===== config.mk =====
export PLATFORM = sky130hd
export DESIGN_NAME = pprs_csr
export DESIGN_NICKNAME = d
export VERILOG_FILES = /design/src/rtl/pprs_pkg.sv /design/src/rtl/pprs_csr.sv
export SDC_FILE = /design/constraint.sdc
export NUM_CORES = 1
export LEC_CHECK = 0
export ABC_CLOCK_PERIOD_IN_PS = 4900
export BUFFER_PORTS_ARGS = -buffer_cell sky130_fd_sc_hd__buf_2
export CORE_MARGIN = 1
export CORE_UTILIZATION = 57
export CTS_BUF_LIST = sky130_fd_sc_hd__clkbuf_8
export CTS_CLUSTER_DIAMETER = 80
export CTS_CLUSTER_SIZE = 24
export DETAILED_ROUTE_END_ITERATION = 12
export PLACE_DENSITY = 0.95
export RECOVER_POWER = 25
export SYNTH_ARGS = -nofsm -noshare
export SYNTH_HDL_FRONTEND = slang
export SYNTH_SLANG_ARGS = --single-unit

===== constraint.sdc =====
create_clock -name clock -period 4.9 [get_ports clock]
set_input_delay 0.98 -clock clock [delete_from_list [all_inputs] [get_ports clock]]
set_output_delay 0.98 -clock clock [all_outputs]
set_load 0.01 [all_outputs]

===== src/rtl/pprs_pkg.sv =====
// Shared types, constants and sizes of the packed pixel row store.
package pprs_pkg;

   // Store geometry: row r owns word slots r*ROW_SLOTS .. r*ROW_SLOTS+ROW_SLOTS-1.
   localparam int ROWS      = 256;
   localparam int ROW_SLOTS = 256;
   localparam int WORDS     = ROWS * ROW_SLOTS;
   localparam int ADDR_W    = $clog2(WORDS);
   localparam int SLOT_W    = $clog2(ROW_SLOTS);

   // Field and arithmetic widths.
   localparam int BPP_W      = 6;
   localparam int COL_W      = 13;
   localparam int BIT_W      = 18;          // column * bits per pixel
   localparam int BLK_W      = BIT_W - 5;   // word offset of a pixel in its row
   localparam int LAST_W     = BLK_W + 1;
   localparam int CSR_ADDR_W = 5;

   // Command codes.
   typedef enum logic [1:0] {
      CMD_LOAD_WORD   = 2'd0,
      CMD_READ_PIXEL  = 2'd1,
      CMD_WRITE_PIXEL = 2'd2,
      CMD_READ_WORD   = 2'd3
   } cmd_type;

   // Configuration register indexes; register i lies at byte address 4*i.
   typedef enum logic [2:0] {
      REG_BPP   = 3'd0,
      REG_RED   = 3'd1,
      REG_GREEN = 3'd2,
      REG_BLUE  = 3'd3,
      REG_ALPHA = 3'd4
   } reg_index_type;

   // One input item.
   typedef struct packed {
      cmd_type     command;
      logic [7:0]  row;
      logic [12:0] column;
      logic [7:0]  word_index;
      logic [31:0] word_in;
      logic [31:0] red_in;
      logic [31:0] green_in;
      logic [31:0] blue_in;
      logic [31:0] alpha_in;
      logic [3:0]  channel_enable;
   } req_item_type;

   // One result item.
   typedef struct packed {
      logic [31:0] red_out;
      logic [31:0] green_out;
      logic [31:0] blue_out;
      logic [31:0] alpha_out;
      logic [31:0] raw_pixel;
      logic [31:0] word_out;
      logic        range_error;
   } rsp_item_type;

   // Decoded configuration seen by the datapath. Channels are red, green, blue, alpha.
   typedef struct packed {
      logic [BPP_W-1:0]  bpp;        // effective pixel size, 1..32
      logic [31:0]       pix_mask;   // low bpp bits set
      logic [3:0][31:0]  mask;
      logic [3:0][4:0]   low_pos;    // lowest set bit of each mask
   } cfg_type;

   // Results of the pixel datapath.
   typedef struct packed {
      logic [3:0][31:0] chan_out;
      logic [31:0]      raw;
      logic [63:0]      pair_new;    // both words after a channel write
   } pxu_out_type;

endpackage


===== src/rtl/pprs_csr.sv =====
// Configuration registers behind the APB-style port and their decoded form.
module pprs_csr
   import pprs_pkg::*;
(
   input  logic                  clock,
   input  logic                  reset,
   input  logic                  psel,
   input  logic                  penable,
   input  logic                  pwrite,
   input  logic [CSR_ADDR_W-1:0] paddr,
   input  logic [31:0]           pwdata,
   output logic [31:0]           prdata,
   output logic                  pready,
   output cfg_type               cfg
);

   logic [BPP_W-1:0] bpp_ff;
   logic [3:0][31:0] mask_ff;
   logic             wr_stb;
   logic [2:0]       reg_idx;
   logic [BPP_W-1:0] eff_bpp;

   // Position of the lowest set bit; zero for an empty mask.
   function automatic logic [4:0] low_bit_pos(input logic [31:0] m);
      logic [31:0] one_hot;
      logic [4:0]  pos;
      one_hot = m & (~m + 32'd1);
      pos = 5'd0;
      for (int i = 0; i < 32; i++) begin
         if (one_hot[i]) begin
            pos = pos | 5'(i);
         end
      end
      return pos;
   endfunction

   assign pready  = 1'b1;
   assign wr_stb  = psel & penable & pwrite;
   assign reg_idx = paddr[4:2];

   // Register writes.
   always_ff @(posedge clock) begin
      if (reset) begin
         bpp_ff     <= BPP_W'(24);
         mask_ff[0] <= 32'h00FF_0000;
         mask_ff[1] <= 32'h0000_FF00;
         mask_ff[2] <= 32'h0000_00FF;
         mask_ff[3] <= 32'h0000_0000;
      end else if (wr_stb) begin
         unique case (reg_idx)
            REG_BPP:   bpp_ff     <= pwdata[BPP_W-1:0];
            REG_RED:   mask_ff[0] <= pwdata;
            REG_GREEN: mask_ff[1] <= pwdata;
            REG_BLUE:  mask_ff[2] <= pwdata;
            REG_ALPHA: mask_ff[3] <= pwdata;
            default: ;
         endcase
      end
   end

   // Register reads.
   always_comb begin
      unique case (reg_idx)
         REG_BPP:   prdata = {{(32-BPP_W){1'b0}}, bpp_ff};
         REG_RED:   prdata = mask_ff[0];
         REG_GREEN: prdata = mask_ff[1];
         REG_BLUE:  prdata = mask_ff[2];
         REG_ALPHA: prdata = mask_ff[3];
         default:   prdata = 32'd0;
      endcase
   end

   // A pixel size of zero acts as one and anything above 32 as 32.
   always_comb begin
      if (bpp_ff == '0) begin
         eff_bpp = BPP_W'(1);
      end else if (bpp_ff > BPP_W'(32)) begin
         eff_bpp = BPP_W'(32);
      end else begin
         eff_bpp = bpp_ff;
      end
   end

   // Decoded view for the datapath.
   always_comb begin
      cfg.bpp      = eff_bpp;
      cfg.pix_mask = 32'hFFFF_FFFF >> (BPP_W'(32) - eff_bpp);
      cfg.mask     = mask_ff;
      for (int k = 0; k < 4; k++) begin
         cfg.low_pos[k] = low_bit_pos(mask_ff[k]);
      end
   end

endmodule


==> qor.csv, run 1 <==
metric;value;unit
run status;completed;
commonest non-fill, non-tap cell in the layout;nand2_1;
most frequent cells in the layout;nand2_1, buf_2, a21oi_1, dfxtp_1, clkbuf_1;
root buffer cell;clkbuf_8;
Leakage;0.00386;uW
CP required;3920;ps
share of cells above drive strength 1;17.4;%
critical path endpoint category;primary output;
Routed Antenna Nets;0;
number of enable flip-flop cells after synthesis;0;
internal power;1720;uW
Skew-Pair Late Insertion Delay;450;ps
Slew HR;19.8;%
FMAX;243;MHz
crit path DAT;3140;ps
RSZ-0062 raised after global routing;no;
Netlist cell types;62;
vias in the first global route;8377;
Synth Area per Inst;6.97;um2
slew at the pin closest to its max-slew limit;1200;ps
clock power share;42.1;%
Placed Cells;1480;
period utilization;84.0;%
CTS buffer count;17;
clock sinks;134;
Pwr Density;250;nW/um2
Psw;618;uW
Core Rows;42;
number of synthesized register bits;134;
Worst Hold Launch;cfg[51];
Detailed Route Iter0 Violations;1350;
Seq/Total Area, Yosys;34.8;%
mapped cell area;7700;um2
RR Endpoint;cfg[43];
CP max FO;28;
max-slew violation count;0;
largest net degree at the start of global routing;89;
CTS tree;built;
DIE HEIGHT;118;um
worst hold stages;2;
DIE AREA;14000;um2
RD Place Congestion;1.02;
fin crit period;4120;ps
r2r setup slk;3960;ps
combinational share of power;10.2;%
drt drc;0;
number of diodes;0;
total wire length;29.4;mm
# hold bufs at CTS;0;
Worst-path clk slew;70;ps
H-Tree Level Count;4;
I/O Buffers;256;
Primary FF master, synth;dfxtp_1;
Final Non-Filler Cells;1512;
setup TNS;0;ps
Worst Hold Path EP;cfg[51];
Sequential Power Share;47.8;%
Max Buffers Root-to-Sink;2;
post-synthesis instance total;1105;
Vias;9626;
skew final;0;ps
startpoint types;input port;
hpwl dp;21.1;mm
worst min path class;flip-flop to flip-flop;
Max-cap violations;0;
first-pass detailed-route iteration total;6;
Net Sw Frac;26.4;%
ys async rst share;0;%
Via-to-Cell Ratio;6.37;
gr usage total;41.5;%
Chip Width;118;um
Layout area overhead;21.5;%
I/O pins;261;
reg2reg path depth;3;
antenna violations before repair;0;
nets;1369;
first-pass GRT wire length;45.6;mm
Avg WL per Cell;19.5;um
Fin. Hold Viols;0;
Synth Warn #;0;
post-CTS sizing;0;
startpoint of the worst register-to-register path;cfg[43];
CP Class;input port to primary output;
Core Area;13200;um2
grt total ovfl;0;
final setup vio count;0;
Initial Util;58.4;%
maximum vdd drop;0.000306;V
Post-CTS Setup Inserts;0;
sequential cells by signal, indices dropped and copies added, names as in the netlist:
name	cells
bpp_ff	6
cfg	128
final cells by class:
cell class / count / area [um2]
Clock buffer: 20 / 275
Clock inverter: 12 / 151
Fill cell: 1108 / 3830
Inverter: 35 / 131
Multi-Input combinational cell: 867 / 4630
Sequential cell: 134 / 2680
Tap cell: 176 / 220
Timing Repair Buffer: 268 / 1270
synth_stat cells, drive strengths merged (7+ instances only):
cell type,instances,area share (%)
inv,35,1.7
dfxtp,134,35
o22ai,8,0.65
o21ai,26,1.7
nor4,27,2.5
nor3,28,1.8
mux2i,16,2.1
clkbuf,54,2.6
a31oi,12,0.97
nand2b,8,0.65
a21oi,142,9.2
nand3b,23,2.2
a211oi,7,0.68
nor4b,8,0.91
nand3,12,0.78
a22oi,54,5.3
or4,9,0.88
nor2b,12,0.97
buf,16,1.1
nor2,79,3.8
nand2,302,15
a211o,9,1.0
or3,9,0.73
power groups by stage:
stage               sequential (uW)  clock [uW]  combinational, uW
detailed placement             1140           0                230
global route                   1120        1030                252
CTS                            1120         983                231
floorplan                      1140           0                129
global placement               1140           0                227
finish                         1120         983                237
stage by stage:
stage | total power (uW) | hold WS, ps | util (%) | worst slack [ps] | area [um2]
2_1_floorplan | 1270 | 474 | - | 1570 | 7710
3_3_place_gp | 1370 | 501 | 68.5 | 1310 | 9040
3_5_place_dp | 1370 | 512 | 68.5 | 1330 | 9040
4_1_cts | 2330 | 524 | 71.8 | 962 | 9470
5_1_grt | 2400 | 556 | 71.0 | 609 | 9360
6_report | 2340 | 529 | 71.0 | 785 | 9360
critical path, stage by stage:
cell and delay [ps]:
clkbuf_1 760, nor2b_1 320, nor2b_2 250, buf_4 230, a22oi_1 300, nand2_1 120, buf_2 160
cells by family after synthesis:
group | Yosys count | synth area share, %
multiplexers | 16 | 2.08
AND/OR/NAND/NOR | 539 | 32.1
AO/OA/AOI/OAI | 304 | 24.6
buffers and inverters | 105 | 5.42
flip-flops | 134 | 34.8
other | 1 | 0.0487
adder cells (fa/ha/maj) | 4 | 0.650
XOR/XNOR | 2 | 0.227
routing by layer:
layer | wire (um) | global-route usage (%)
met5 | 0 | 0
met3 | 4230 | 9.07
met2 | 13000 | 62.7
met1 | 11100 | 57.0
met4 | 1160 | 17.0
worst max-delay path by stage:
stage | from | end | slack [ps] | cells past startpoint
6_report | paddr[3] | prdata[13] | 780 | 7
4_1_cts | cfg[24] | cfg[0] | 960 | 6
5_1_grt | paddr[3] | prdata[16] | 610 | 7
2_1_floorplan | paddr[4] | prdata[11] | 1570 | 7
3_5_place_dp | paddr[3] | prdata[16] | 1330 | 7
3_3_place_gp | paddr[3] | prdata[16] | 1310 | 7
(Power assumes the default switching activity.)
==> run 2: changes to the inputs <==
--- a/config.mk
+++ b/config.mk
@@ -5,15 +5,15 @@
 export SDC_FILE = /design/constraint.sdc
 export NUM_CORES = 1
 export LEC_CHECK = 0
-export ABC_CLOCK_PERIOD_IN_PS = 4900
+export ABC_CLOCK_PERIOD_IN_PS = 4000
 export BUFFER_PORTS_ARGS = -buffer_cell sky130_fd_sc_hd__buf_2
 export CORE_MARGIN = 1
-export CORE_UTILIZATION = 57
+export CORE_UTILIZATION = 53
 export CTS_BUF_LIST = sky130_fd_sc_hd__clkbuf_8
 export CTS_CLUSTER_DIAMETER = 80
 export CTS_CLUSTER_SIZE = 24
 export DETAILED_ROUTE_END_ITERATION = 12
-export PLACE_DENSITY = 0.95
+export PLACE_DENSITY = 0.9
 export RECOVER_POWER = 25
 export SYNTH_ARGS = -nofsm -noshare
 export SYNTH_HDL_FRONTEND = slang
==> constraint.sdc (replaced) <==
create_clock -name clock -period 4 [get_ports clock]
set_input_delay 0.8 -clock clock [delete_from_list [all_inputs] [get_ports clock]]
set_output_delay 0.8 -clock clock [all_outputs]
set_load 0.01 [all_outputs]
==> run 2 against run 1 <==
  * Routed wire length increased by 2.2%
  * Combinational power up 24%
  * Global-route usage shrank 2.0 points
  * Utilization is 4.2 points lower
  * Die area rose by 7.4%
  * First-iteration DRC count rose by 1.6%
  * Sequential cell count did not move
  * Sequential share of layout area about the same
  * Largest cell class unchanged
  * Highest routed layer unchanged
==> qor.csv, run 2 (synthesis results as in run 1) <==
metric;value;unit;change
DIE AREA;15000;um2;+7.4%
Final Non-Filler Cells;1521;;+0.60%
Max-cap violations;0;;unchanged
fin crit period;3790;ps;
Skew-Pair Late Insertion Delay;430;ps;-20 ps
Leakage;0.00388;uW;+0.51%
CP required;3200;ps;-720 ps
RD Place Congestion;1.05;;+2.5%
area occupied by multi-input gates;4630;um2;unchanged
hpwl dp;21.6;mm;+2.0%
clock power share;40.4;%;-1.7 points
period utilization;94.8;%;
gr usage total;39.5;%;-2.0 points
Core Area;14000;um2;+6.5%
Worst-path clk slew;80;ps;about the same
max-slew violation count;0;;unchanged
antenna violations before repair;0;;unchanged
drt drc;0;;unchanged
final setup vio count;0;;unchanged
fillcell total;1248;;+13%
RSZ-0062 raised after global routing;no;;
Worst Hold Path EP;cfg[51];;
CTS tree;built;;
RR Endpoint;cfg[107];;
Initial Util;54.9;%;-3.5 points
CP Class;flip-flop to primary output;;
Pwr Density;297;nW/um2;+19%
Vias;9742;;+1.2%
internal power;2030;uW;+18%
startpoint types;flip-flop;;
Core Rows;43;;+2.4%
first-pass detailed-route iteration total;9;;+3
vias in the first global route;8355;;-0.26%
H-Tree Level Count;4;;unchanged
clock sinks;134;;unchanged
Placed Cells;1490;;+0.68%
Avg WL per Cell;19.8;um;+1.6%
crit path DAT;2990;ps;-150 ps
commonest non-fill, non-tap cell in the layout;nand2_1;;
Chip Width;123;um;+3.6%
reg2reg path depth;2;;-1
CTS buffer count;17;;unchanged
number of diodes;0;;unchanged
I/O Buffers;256;;unchanged
Detailed Route Iter0 Violations;1371;;+1.6%
worst hold stages;2;;unchanged
slew at the pin closest to its max-slew limit;1110;ps;-83.3 ps
Layout area overhead;21.7;%;
largest net degree at the start of global routing;64;;-28%
Max Buffers Root-to-Sink;2;;unchanged
first-pass GRT wire length;45.3;mm;-0.67%
grt total ovfl;0;;unchanged
DIE HEIGHT;123;um;+3.6%
Slew HR;25.6;%;+5.8 points
r2r setup slk;3030;ps;-930 ps
FMAX;264;MHz;
nets;1375;;+0.44%
root buffer cell;clkbuf_8;;
Post-CTS Setup Inserts;0;;unchanged
Psw;761;uW;+23%
setup TNS;0;ps;unchanged
Via-to-Cell Ratio;6.40;;+0.61%
Sequential Power Share;49.1;%;+1.3 points
run status;completed;;
maximum vdd drop;0.000229;V;-25%
Seq. cell area;2680;um2;unchanged
combinational share of power;10.5;%;+0.3 points
Largest register FFs;128;;unchanged
Net Sw Frac;27.3;%;+0.84 points
skew final;0;ps;unchanged
startpoint of the worst register-to-register path;cfg[107];;
total wire length;30.1;mm;+2.2%
critical path endpoint category;primary output;;
post-CTS sizing;0;;unchanged
share of cells above drive strength 1;17.7;%;+0.23 points
worst min path class;flip-flop to flip-flop;;
I/O pins;261;;unchanged
# hold bufs at CTS;0;;unchanged
Worst Hold Launch;cfg[51];;
CP max FO;7;;-75%
Routed Antenna Nets;0;;unchanged
most frequent cells in the layout;nand2_1, buf_2, a21oi_1, dfxtp_1, clkbuf_1;;
Fin. Hold Viols;0;;unchanged
[run 2: power by group through the flow]
| stage | logic, uW | registers (uW) | clock network, uW |
|---|---|---|---|
| 2_1_floorplan | 158 | 1390 | 0 |
| 3_3_place_gp | 282 | 1400 | 0 |
| 3_5_place_dp | 286 | 1400 | 0 |
| 4_1_cts | 287 | 1370 | 1120 |
| 5_1_grt | 313 | 1370 | 1180 |
| 6_report | 294 | 1370 | 1130 |
[run 2: worst max-delay path by stage]
stage	from	end	slack, ps
2_1_floorplan	bpp_ff[1]	cfg[149]	950
3_3_place_gp	cfg[24]	cfg[0]	850
3_5_place_dp	cfg[20]	cfg[0]	780
4_1_cts	cfg[24]	cfg[0]	290
5_1_grt	cfg[20]	cfg[0]	40
6_report	cfg[24]	cfg[0]	210
[run 2: through the flow]
step | total power [uW] | util, % | instance area (um2) | setup slack, ps | hold slack [ps]
after detailed placement | 1680 | 64.7 | 9090 | 780 | 499
after CTS | 2780 | 67.5 | 9480 | 295 | 512
after global routing | 2870 | 66.8 | 9380 | 37.7 | 546
final | 2790 | 66.8 | 9380 | 208 | 521
after global placement | 1680 | 64.7 | 9090 | 847 | 496
after floorplan | 1550 | - | 7710 | 955 | 474
[run 2: critical path, stage by stage (launching register included)]
cell	delay, ps
dfxtp_1	370
nor4_1	620
nand3_1	220
nor3_1	390
nand2_1	80
o311ai_0	630
buf_2	250
[run 2: area by class of cell]
cell class              instances  share of cell area, %
clock buffers                  19                   2.79
clock inverters                12                   1.39
inverters                      35                   1.40
multi-input cells             867                   49.4
flip-flops and latches        134                   28.6
well taps                     180                   2.40
repair buffers                274                   14.0
[run 2: per-layer routing]
metal	GRT usage, %	routed length, um	vias up	part of all wire [%]
met5	0	0	-	0
li1	-	-	4370	-
met3	9.85	4080	136	14
met1	53.5	11400	4439	38
met4	17.2	1330	0	4.4
met2	59.1	13300	797	44
